--- src/tcbq_pkg.sv ---
`timescale 1ns / 1ps
`default_nettype none
// Shared types and constants for the two-channel bandpass biquad.
// Coefficient register widths, register indexes and the coefficient bundle.
// No dependencies.
package tcbq_pkg;

	localparam int GAIN_W     = 24;
	localparam int COEF1_W    = 26;
	localparam int COEF2_W    = 25;
	localparam int CFG_IDX_W  = 2;
	localparam int CFG_DATA_W = 26;

	typedef enum logic [CFG_IDX_W-1:0] {
		REG_FEED_GAIN   = 2'd0,
		REG_FEEDBACK_1  = 2'd1,
		REG_FEEDBACK_2  = 2'd2
	} reg_idx_t;

	typedef struct packed {
		logic        [GAIN_W-1:0]  gain;
		logic signed [COEF1_W-1:0] a1;
		logic signed [COEF2_W-1:0] a2;
	} coef_t;

endpackage
`default_nettype wire

--- src/tcbq_cfg_if.sv ---
`timescale 1ns / 1ps
`default_nettype none
// Coefficient write channel: valid/ready with register index and data.
// Depends on tcbq_pkg for the index and data widths.
interface tcbq_cfg_if;
	import tcbq_pkg::*;

	logic                  valid;
	logic                  ready;
	logic [CFG_IDX_W-1:0]  index;
	logic [CFG_DATA_W-1:0] data;

	modport source(output valid, output index, output data, input ready);
	modport sink(input valid, input index, input data, output ready);
endinterface
`default_nettype wire

--- src/tcbq_cfg.sv ---
`timescale 1ns / 1ps
`default_nettype none
// Coefficient register file: decodes writes into gain, a1 and a2.
// Depends on tcbq_pkg and tcbq_cfg_if.
module tcbq_cfg (
	input  wire               clk,
	input  wire               arst_n,
	tcbq_cfg_if.sink          cfg,
	output tcbq_pkg::coef_t   coef
);
	import tcbq_pkg::*;

	coef_t coef_q;

	assign cfg.ready = 1'b1;
	assign coef      = coef_q;

	always_ff @(posedge clk or negedge arst_n) begin
		if (!arst_n) begin
			coef_q <= '0;
		end else if (cfg.valid) begin
			// unknown indexes drop the write
			unique case (reg_idx_t'(cfg.index))
				REG_FEED_GAIN:  coef_q.gain <= cfg.data[GAIN_W-1:0];
				REG_FEEDBACK_1: coef_q.a1   <= cfg.data[COEF1_W-1:0];
				REG_FEEDBACK_2: coef_q.a2   <= cfg.data[COEF2_W-1:0];
				default:        coef_q      <= coef_q;
			endcase
		end
	end

endmodule
`default_nettype wire

--- src/flat_wrapper.sv ---
// flat-port wrapper written by rule: the top's interface ports become plain ports
module tcbq_cfg_flat import tcbq_pkg::*;
  (clk, arst_n, coef, cfg_valid, cfg_index, cfg_data, cfg_ready);
  tcbq_cfg_if cfg_i ();
  input  wire clk;
  input  wire arst_n;
  output tcbq_pkg::coef_t coef;
  input wire logic [$bits(cfg_i.valid)-1:0] cfg_valid;
  input wire logic [$bits(cfg_i.index)-1:0] cfg_index;
  input wire logic [$bits(cfg_i.data)-1:0] cfg_data;
  output wire logic [$bits(cfg_i.ready)-1:0] cfg_ready;
  assign cfg_i.valid = cfg_valid;
  assign cfg_i.index = cfg_index;
  assign cfg_i.data = cfg_data;
  assign cfg_ready = cfg_i.ready;
  tcbq_cfg u_core (.clk(clk), .arst_n(arst_n), .cfg(cfg_i), .coef(coef));
endmodule
--- config.mk ---
export PLATFORM = sky130hd
export DESIGN_NAME = tcbq_cfg_flat
export DESIGN_NICKNAME = d
export VERILOG_FILES = /design/src/tcbq_pkg.sv /design/src/tcbq_cfg_if.sv /design/src/tcbq_cfg.sv /design/src/flat_wrapper.sv
export SDC_FILE = /design/constraint.sdc
export NUM_CORES = 1
export LEC_CHECK = 0
export CAP_MARGIN = 20
export CORE_ASPECT_RATIO = 1.5
export CORE_MARGIN = 3
export CORE_UTILIZATION = 35
export DETAILED_ROUTE_END_ITERATION = 10
export DONT_BUFFER_PORTS = 1
export PLACE_DENSITY_LB_ADDON = 0.25
export SLEW_MARGIN = 25
export SYNTH_ARGS = -nofsm -noshare
export SYNTH_HDL_FRONTEND = slang
export SYNTH_SLANG_ARGS = --single-unit
export TNS_END_PERCENT = 10
--- constraint.sdc ---
create_clock -name clk -period 1.9 [get_ports clk]
set_clock_uncertainty 0.15 [all_clocks]
set_input_delay 0.19 -clock clk [delete_from_list [all_inputs] [get_ports clk]]
set_output_delay 0.19 -clock clk [all_outputs]
set_load 0.03 [all_outputs]
==> summary.txt, run 1 <==
Outcome -> finished, violations left
Failing checks -> hold timing
Clock slew at reported path FFs -> 0.06 ns
Post-route cell area -> 3490 sq um
Clock network power share -> 34.2%
Share of layout cells above drive strength 1 -> 46.5%
Worst R2R Path Depth -> 1
Critical path depth in cells -> 0
R2R Setup Slk -> 0.79 ns
Synth Net Count -> 192
Combinational share of power -> 8.4%
Worst Setup EP -> coef[37]
Required time worst endpoint -> 1.56 ns
Root Buffer -> clkbuf_16
Std cell rows -> 39
Setup WS post-layout -> 0.695 ns
DRT iter0 DRCs -> 40
Top cell type's share of synthesized area -> 65.9%
Largest net degree at the start of global routing -> 76
Drt drc -> 0
Clock Path Buffers -> 2
Final ANT Viol Nets -> 0
Setup violators final -> 0
Max-cap violations -> 0
Share of power burned in registers -> 57.5%
Total wire length -> 5800 microns
Worst r2r src -> u_core.coef[56]
PortBufs -> 0
Final min period -> 1.21 ns
Drt wl/cell -> 19.2 microns
Area of the multi-input gates -> 890 sq um
Setup slack at placement -> 0.359 ns
RSZ-0062 raised after global routing -> false
Pleak -> 0.00149 uW
Area Overhead vs Synth -> 22.5%
Post-Synthesis Mean Instance Area -> 17.7 sq um
TNS Setup -> 0 ns
Via Count -> 1503
EDFF count, synth -> 0
Cell variety after synth -> 9
Core outline area -> 7760 sq um
Fill count -> 664
Initial antenna violation count -> 0
Post_cts resized -> 0
Initial Util -> 36.7%
Clock sink total -> 75
Crit path from -> u_core.coef[37]
Skew-Pair Late Insertion Delay -> 0.32 ns
Period Utilization, post-route -> 63.4%
Critical Path Sink Type -> output port
Dpl cell area -> 2940 sq um
Initial DRT Pass Iterations -> 4
Post-Synthesis Cells -> 161
Vias per cell -> 4.98
Synth Warn # -> 0
Critical path peak fanout -> 2
Vias in the first global route -> 1704
Chip width -> 79.6 microns
Synth area leaders -> dfrtp_1, mux2_2, buf_6
Asr flop ratio synth -> 100%
ANT cells -> 0
Top FF cell, synth -> dfrtp_1
CTS tree -> yes
Post-synth top cells -> dfrtp_1, mux2_2, buf_6
GR Util All Layers -> 13.3%
FF-to-FF End -> u_core.coef[56]
Top-count cell post-synth -> dfrtp_1
Sw Share -> 32.6%
Yosys reg bits -> 75
Register Area -> 1880 sq um
Number of flip-flops in the largest register -> 75
Mapped Area -> 2850 sq um
Classification of the worst setup path -> flip-flop to output port
Gr ovfl total -> 0
Startpoint types -> flip-flop
Die area -> 9270 sq um
Power density over the cells -> 1370 nW/um^2
WHS -> -0.589 ns
Global-route wire length before repair -> 9040 microns
Max-slew violation count -> 0
Hold Buf Count CTS -> 26
H-tree lvl count -> 3
Register area share after synthesis -> 65.9%
Die H -> 116 microns
HP Class -> input pin to asynchronous set/reset pin
Internal power -> 3220 uW
RePlAce Congestion -> 0.685
Fmax -> 830 MHz
Worst IR drop on VDD -> 0.000621 V
Final hold violation count -> 75
Post-CTS Repair Setup Buffers -> 0
Nets@finish -> 226
Cts bufs inserted -> 9
WP data arrival -> 0.87 ns
Synth area leader -> dfrtp_1
# IOs -> 107
DP HPWL -> 4180 microns
P_sw -> 1560 uW
==> cells in the final DEF, fill, tap and decap left out <==
cell	count
buf_12	1
nand3b_2	2
clkbuf_8	1
conb_1	1
bufinv_16	1
clkbuf_1	4
mux2_1	1
mux2_2	74
dlygate4sd3_1	26
nor3b_4	1
clkinv_2	1
dfrtp_1	75
clkbuf_16	9
buf_4	3
==> routing by layer <==
metal	up-vias	part of all wire [%]	track usage [%]
met5	-	0	0
met2	81	53	22.9
li1	635	-	-
met4	0	2.0	7.22
met3	9	11	6.10
met1	778	34	13.2
==> area by class of cell <==
class / count / share of cell area (%)
clock buffers: 14 / 7.29
clock inverters: 2 / 1.01
multi-input cells: 79 / 25.5
flip-flops and latches: 75 / 53.8
well taps: 102 / 3.66
repair buffers: 30 / 8.69
==> stage by stage <==
step / utilization [%] / std cells / power (uW) / hold WS, ns
after floorplan: - / 161 / 3000 / -0.256
after global placement: 37.8 / 260 / 3100 / -0.254
after detailed placement: 37.8 / 260 / 3140 / -0.254
after CTS: 44.9 / 302 / 4840 / -0.607
after global routing: 44.9 / 302 / 4960 / -0.608
final: 44.9 / 302 / 4780 / -0.589
==> cells by family (layout without fill, tap and decap cells) <==
family	count (synthesis)	after routing	share of synthesized area [%]
AND/OR/NAND/NOR	3	3	1.45
buffers and inverters	7	46	2.81
other	1	1	0.132
multiplexers	75	75	29.7
flip-flops	75	75	65.9
==> worst min-delay path by stage <==
stage | startpoint | endpoint | slack [ns] | depth (start not counted)
final | arst_n | u_core.coef[56] | -0.59 | 0
after global routing | arst_n | u_core.coef[57] | -0.61 | 0
after CTS | arst_n | u_core.coef[2] | -0.61 | 0
after detailed placement | arst_n | u_core.coef[30] | -0.25 | 0
after global placement | arst_n | u_core.coef[30] | -0.25 | 0
after floorplan | arst_n | u_core.coef[0] | -0.26 | 0
==> power by group through the flow <==
stage          combinational [uW]  sequential, uW  clock, uW
6_report                      400            2740       1630
4_1_cts                       406            2760       1670
3_3_place_gp                  324            2770          0
3_5_place_dp                  350            2790          0
2_1_floorplan                 311            2690          0
5_1_grt                       440            2780       1740
(Power assumes the default switching activity.)
==> run 2: changes to the inputs <==
Clock period 1.9 ns to 1.14 ns, I/O delays scaled along.
==> summary.txt, run 2 (synthesis gave the netlist of run 1 again) <==
RSZ-0062 raised after global routing -> true
Power density over the cells -> 2090 nW/um^2
Worst IR drop on VDD -> 0.00121 V
FF-to-FF End -> u_core.coef[41]
Max-cap violations -> 0
Critical path peak fanout -> 2
DRT iter0 DRCs -> 48
Final min period -> 1.15 ns
Slowest CP cell -> dfrtp_1
PortBufs -> 0
Clock sink total -> 75
Worst r2r src -> u_core.coef[41]
Initial antenna violation count -> 0
Critical path's top delay family -> flip-flops
Root Buffer -> clkbuf_16
DP HPWL -> 4420 microns
Core outline area -> 7760 sq um
Global-route wire length before repair -> 10600 microns
Worst R2R Path Depth -> 2
Classification of the worst setup path -> flip-flop to output port
Area Overhead vs Synth -> 53.2%
Startpoint types -> flip-flop
Hold Buf Count CTS -> 26
# IOs -> 107
H-tree lvl count -> 3
Chip width -> 79.6 microns
Skew-Pair Late Insertion Delay -> 0.32 ns
Outcome -> finished, violations left
Buf/Inv on CP -> 1
Die area -> 9270 sq um
Cts bufs inserted -> 9
Number of flip-flops in the largest register -> 75
Pleak -> 0.00197 uW
Share of layout cells above drive strength 1 -> 62.3%
Max-slew violation count -> 0
Final ANT Viol Nets -> 0
Drt drc -> 0
R2R Setup Slk -> 0.08 ns
Initial DRT Pass Iterations -> 4
Gr ovfl total -> 0
WHS -> -0.670 ns
Via Count -> 1797
Initial Util -> 36.7%
Tot Pwr -> 9100 uW
Critical Path Sink Type -> output port
Largest net degree at the start of global routing -> 76
HP Class -> input pin to asynchronous set/reset pin
Total wire length -> 6840 microns
Drt wl/cell -> 18.1 microns
Setup violators final -> 1
Vias in the first global route -> 2105
Crit path cell chain -> buf_6
Vias per cell -> 4.75
Setup WS post-layout -> -0.00944 ns
Nets@finish -> 303
CTS tree -> yes
Required time worst endpoint -> 0.88 ns
WP data arrival -> 0.89 ns
Clock slew at reported path FFs -> 0.05 ns
Finished Core Util -> 56.2%
Setup slack at placement -> -0.0601 ns
GR Util All Layers -> 15.7%
Max incr delay on CP -> 0.41 ns
Final hold violation count -> 75
Commonest cells after routing, fill and taps aside -> buf_6, dfrtp_1, mux2_2, dlygate4sd3_1, clkbuf_16
TNS Setup -> -0.00944 ns
Fmax -> 870 MHz
Clock Path Buffers -> 2
Period Utilization, post-route -> 101%
Die H -> 116 microns
RePlAce Congestion -> 0.763
Failing checks -> hold timing, setup timing
Std cell rows -> 39
ANT cells -> 0
-- run 2: layout make-up --
cell class | instances | area, sq um
timing repair buffer | 107 | 1190
sequential | 75 | 1880
clock buffer | 13 | 270
tap | 102 | 128
fill | 585 | 3400
clock inverter | 2 | 10.0
multi-input combinational | 79 | 890
-- run 2: worst max path at each step --
stage	cells past startpoint	slack (ns)	startpoint	end
2_1_floorplan	3	-0.06	cfg_index[1]	u_core.coef[54]
3_3_place_gp	3	-0.02	cfg_index[1]	u_core.coef[62]
3_5_place_dp	3	-0.06	cfg_index[1]	u_core.coef[68]
4_1_cts	1	-0.02	u_core.coef[26]	coef[26]
5_1_grt	1	-0.03	u_core.coef[61]	coef[61]
6_report	1	-0.009	u_core.coef[16]	coef[16]
-- run 2: timing repair --
item / in CTS / in global routing
endpoints found under the hold margin: 150 / 75
endpoints found under the setup margin: 75 / 74
pin swaps: 0 / 0
setup buffers: 2 / 1
gates resized for setup: 75 / 0
-- run 2: report_power, final --
group | total [uW] | internal, uW | switching (uW)
Combinational | 2940 | 1430 | 1500
Clock | 2610 | 1630 | 980
Sequential | 3560 | 3180 | 380
Total | 9100 | 6240 | 2860
-- run 2: metal layers --
metal	routed length (microns)	global-route usage, %	part of all wire (%)
met3	491	6.10	7.2
met4	115	7.00	1.7
met1	2420	14.8	35
met2	3820	29.3	56
met5	0	0	0
-- run 2: metrics by stage --
step           cells  instance area, sq um
2_1_floorplan    161                  2850
3_3_place_gp     334                  3520
3_5_place_dp     334                  3520
4_1_cts          377                  4350
5_1_grt          378                  4360
6_report         378                  4360
==> run 3: changes to the inputs <==
==> constraint.sdc (replaced) <==
create_clock -name clk -period 1.14 [get_ports clk]
set_clock_uncertainty 0.15 [all_clocks]
set_input_delay 0.171 -clock clk [delete_from_list [all_inputs] [get_ports clk]]
set_output_delay 0.171 -clock clk [all_outputs]
set_load 0.03 [all_outputs]
==> summary.txt, run 3 (synthesis gave the netlist of run 1 again) <==
Area of the multi-input gates -> 890 sq um
Power density over the cells -> 2120 nW/um^2
Critical path's top delay family -> flip-flops
Outcome -> finished, violations left
Met2 WL -> 3470 microns
Drt wl/cell -> 17.3 microns
ANT cells -> 0
Area Overhead vs Synth -> 54.5%
Crit path cell chain -> buf_6
Fmax -> 835 MHz
Max-slew violation count -> 0
Drt drc -> 0
Final hold violation count -> 75
WP data arrival -> 0.88 ns
Core outline area -> 7760 sq um
Largest net degree at the start of global routing -> 76
Skew-Pair Late Insertion Delay -> 0.32 ns
PortBufs -> 0
Number of flip-flops in the largest register -> 75
DP HPWL -> 4370 microns
H-tree lvl count -> 3
Clock Path Buffers -> 2
Critical Path Sink Type -> output port
Worst IR drop on VDD -> 0.00140 V
Tot Pwr -> 9340 uW
RSZ-0062 raised after global routing -> true
Required time worst endpoint -> 0.82 ns
Failing checks -> hold timing, setup timing
Setup violators final -> 75
Nets@finish -> 304
Fill count -> 599
Pleak -> 0.00198 uW
Period Utilization, post-route -> 105%
Initial antenna violation count -> 0
WHS -> -0.616 ns
RePlAce Congestion -> 0.762
Placed cells -> 334
Vias in the first global route -> 2037
Hold Buf Count CTS -> 26
Die H -> 116 microns
Buf/Inv on CP -> 1
Total wire length -> 6570 microns
Global-route wire length before repair -> 10400 microns
Max incr delay on CP -> 0.40 ns
Finished Layout Cells -> 380
Max-cap violations -> 0
Std cell rows -> 39
Slowest CP cell -> dfrtp_1
Via Count -> 1813
Final min period -> 1.20 ns
Highest Signal Layer -> met4
CTS tree -> yes
# IOs -> 107
Clock slew at reported path FFs -> 0.06 ns
Metal-1 WL -> 2470 microns
Gr ovfl total -> 0
Startpoint types -> flip-flop
Critical path peak fanout -> 2
Commonest cells after routing, fill and taps aside -> buf_6, dfrtp_1, mux2_2, dlygate4sd3_1, clkbuf_16
Register Area -> 1880 sq um
HP Class -> input pin to asynchronous set/reset pin
DRT iter0 DRCs -> 48
Final ANT Viol Nets -> 0
Root Buffer -> clkbuf_16
Die area -> 9270 sq um
Setup WS post-layout -> -0.0573 ns
Initial DRT Pass Iterations -> 3
GR Util All Layers -> 15.0%
Cts bufs inserted -> 9
Chip width -> 79.6 microns
Initial Util -> 36.7%
TNS Setup -> -2.95 ns
Vias per cell -> 4.77
Share of layout cells above drive strength 1 -> 61.9%
Setup slack at placement -> -0.118 ns
Met3 WL post-DR -> 504 microns
Classification of the worst setup path -> flip-flop to output port
Clock sink total -> 75
## run 3: cell types whose count changed in the layout (fill, tap and decap cells not counted)
cell	delta
buf_4	+1
bufinv_16	+1
clkbuf_1	+2
clkinv_2	-2
## run 3: cell type report
class	count	area share, %
Sequential cell	75	42.7
Clock buffer	15	6.32
Timing Repair Buffer	108	27.2
Tap cell	102	2.90
Clock inverter	1	0.683
Multi-Input combinational cell	79	20.2
## run 3: worst paths after layout
path | startpoint | endpoint | slack [ns] | depth (start not counted)
hold reg to reg | u_core.coef[56] | u_core.coef[56] | 0.37 | 1
setup / recovery | u_core.coef[70] | coef[70] | -0.06 | 1
setup reg to reg | u_core.coef[1] | u_core.coef[1] | 0.07 | 2
hold / removal | arst_n | u_core.coef[28] | -0.62 | 0
max in group asynchronous | arst_n | u_core.coef[18] | 1.34 | 0
min in group clk | cfg_index[1] | u_core.coef[56] | 0.12 | 3
## run 3: metal layers
layer	global-route usage, %	vias to the layer above
li1	-	797
met3	6.48	14
met1	16.0	924
met4	6.77	0
met5	0	-
met2	25.7	78
## run 3: per-stage QoR
step | cell area (sq um) | util [%]
2_1_floorplan | 2850 | -
5_1_grt | 4400 | 56.7
3_5_place_dp | 3520 | 45.3
3_3_place_gp | 3520 | 45.3
4_1_cts | 4380 | 56.5
6_report | 4400 | 56.7
## run 3: repair_timing
item	CTS	global route
setup buffers	2	2
endpoints found under the setup margin	75	75
resized for setup	75	0
hold endpoints to repair	150	75
## run 3: where the power goes
group,switching [uW],internal (uW)
Sequential,376,3180
Combinational,1490,1440
Clock,982,1880
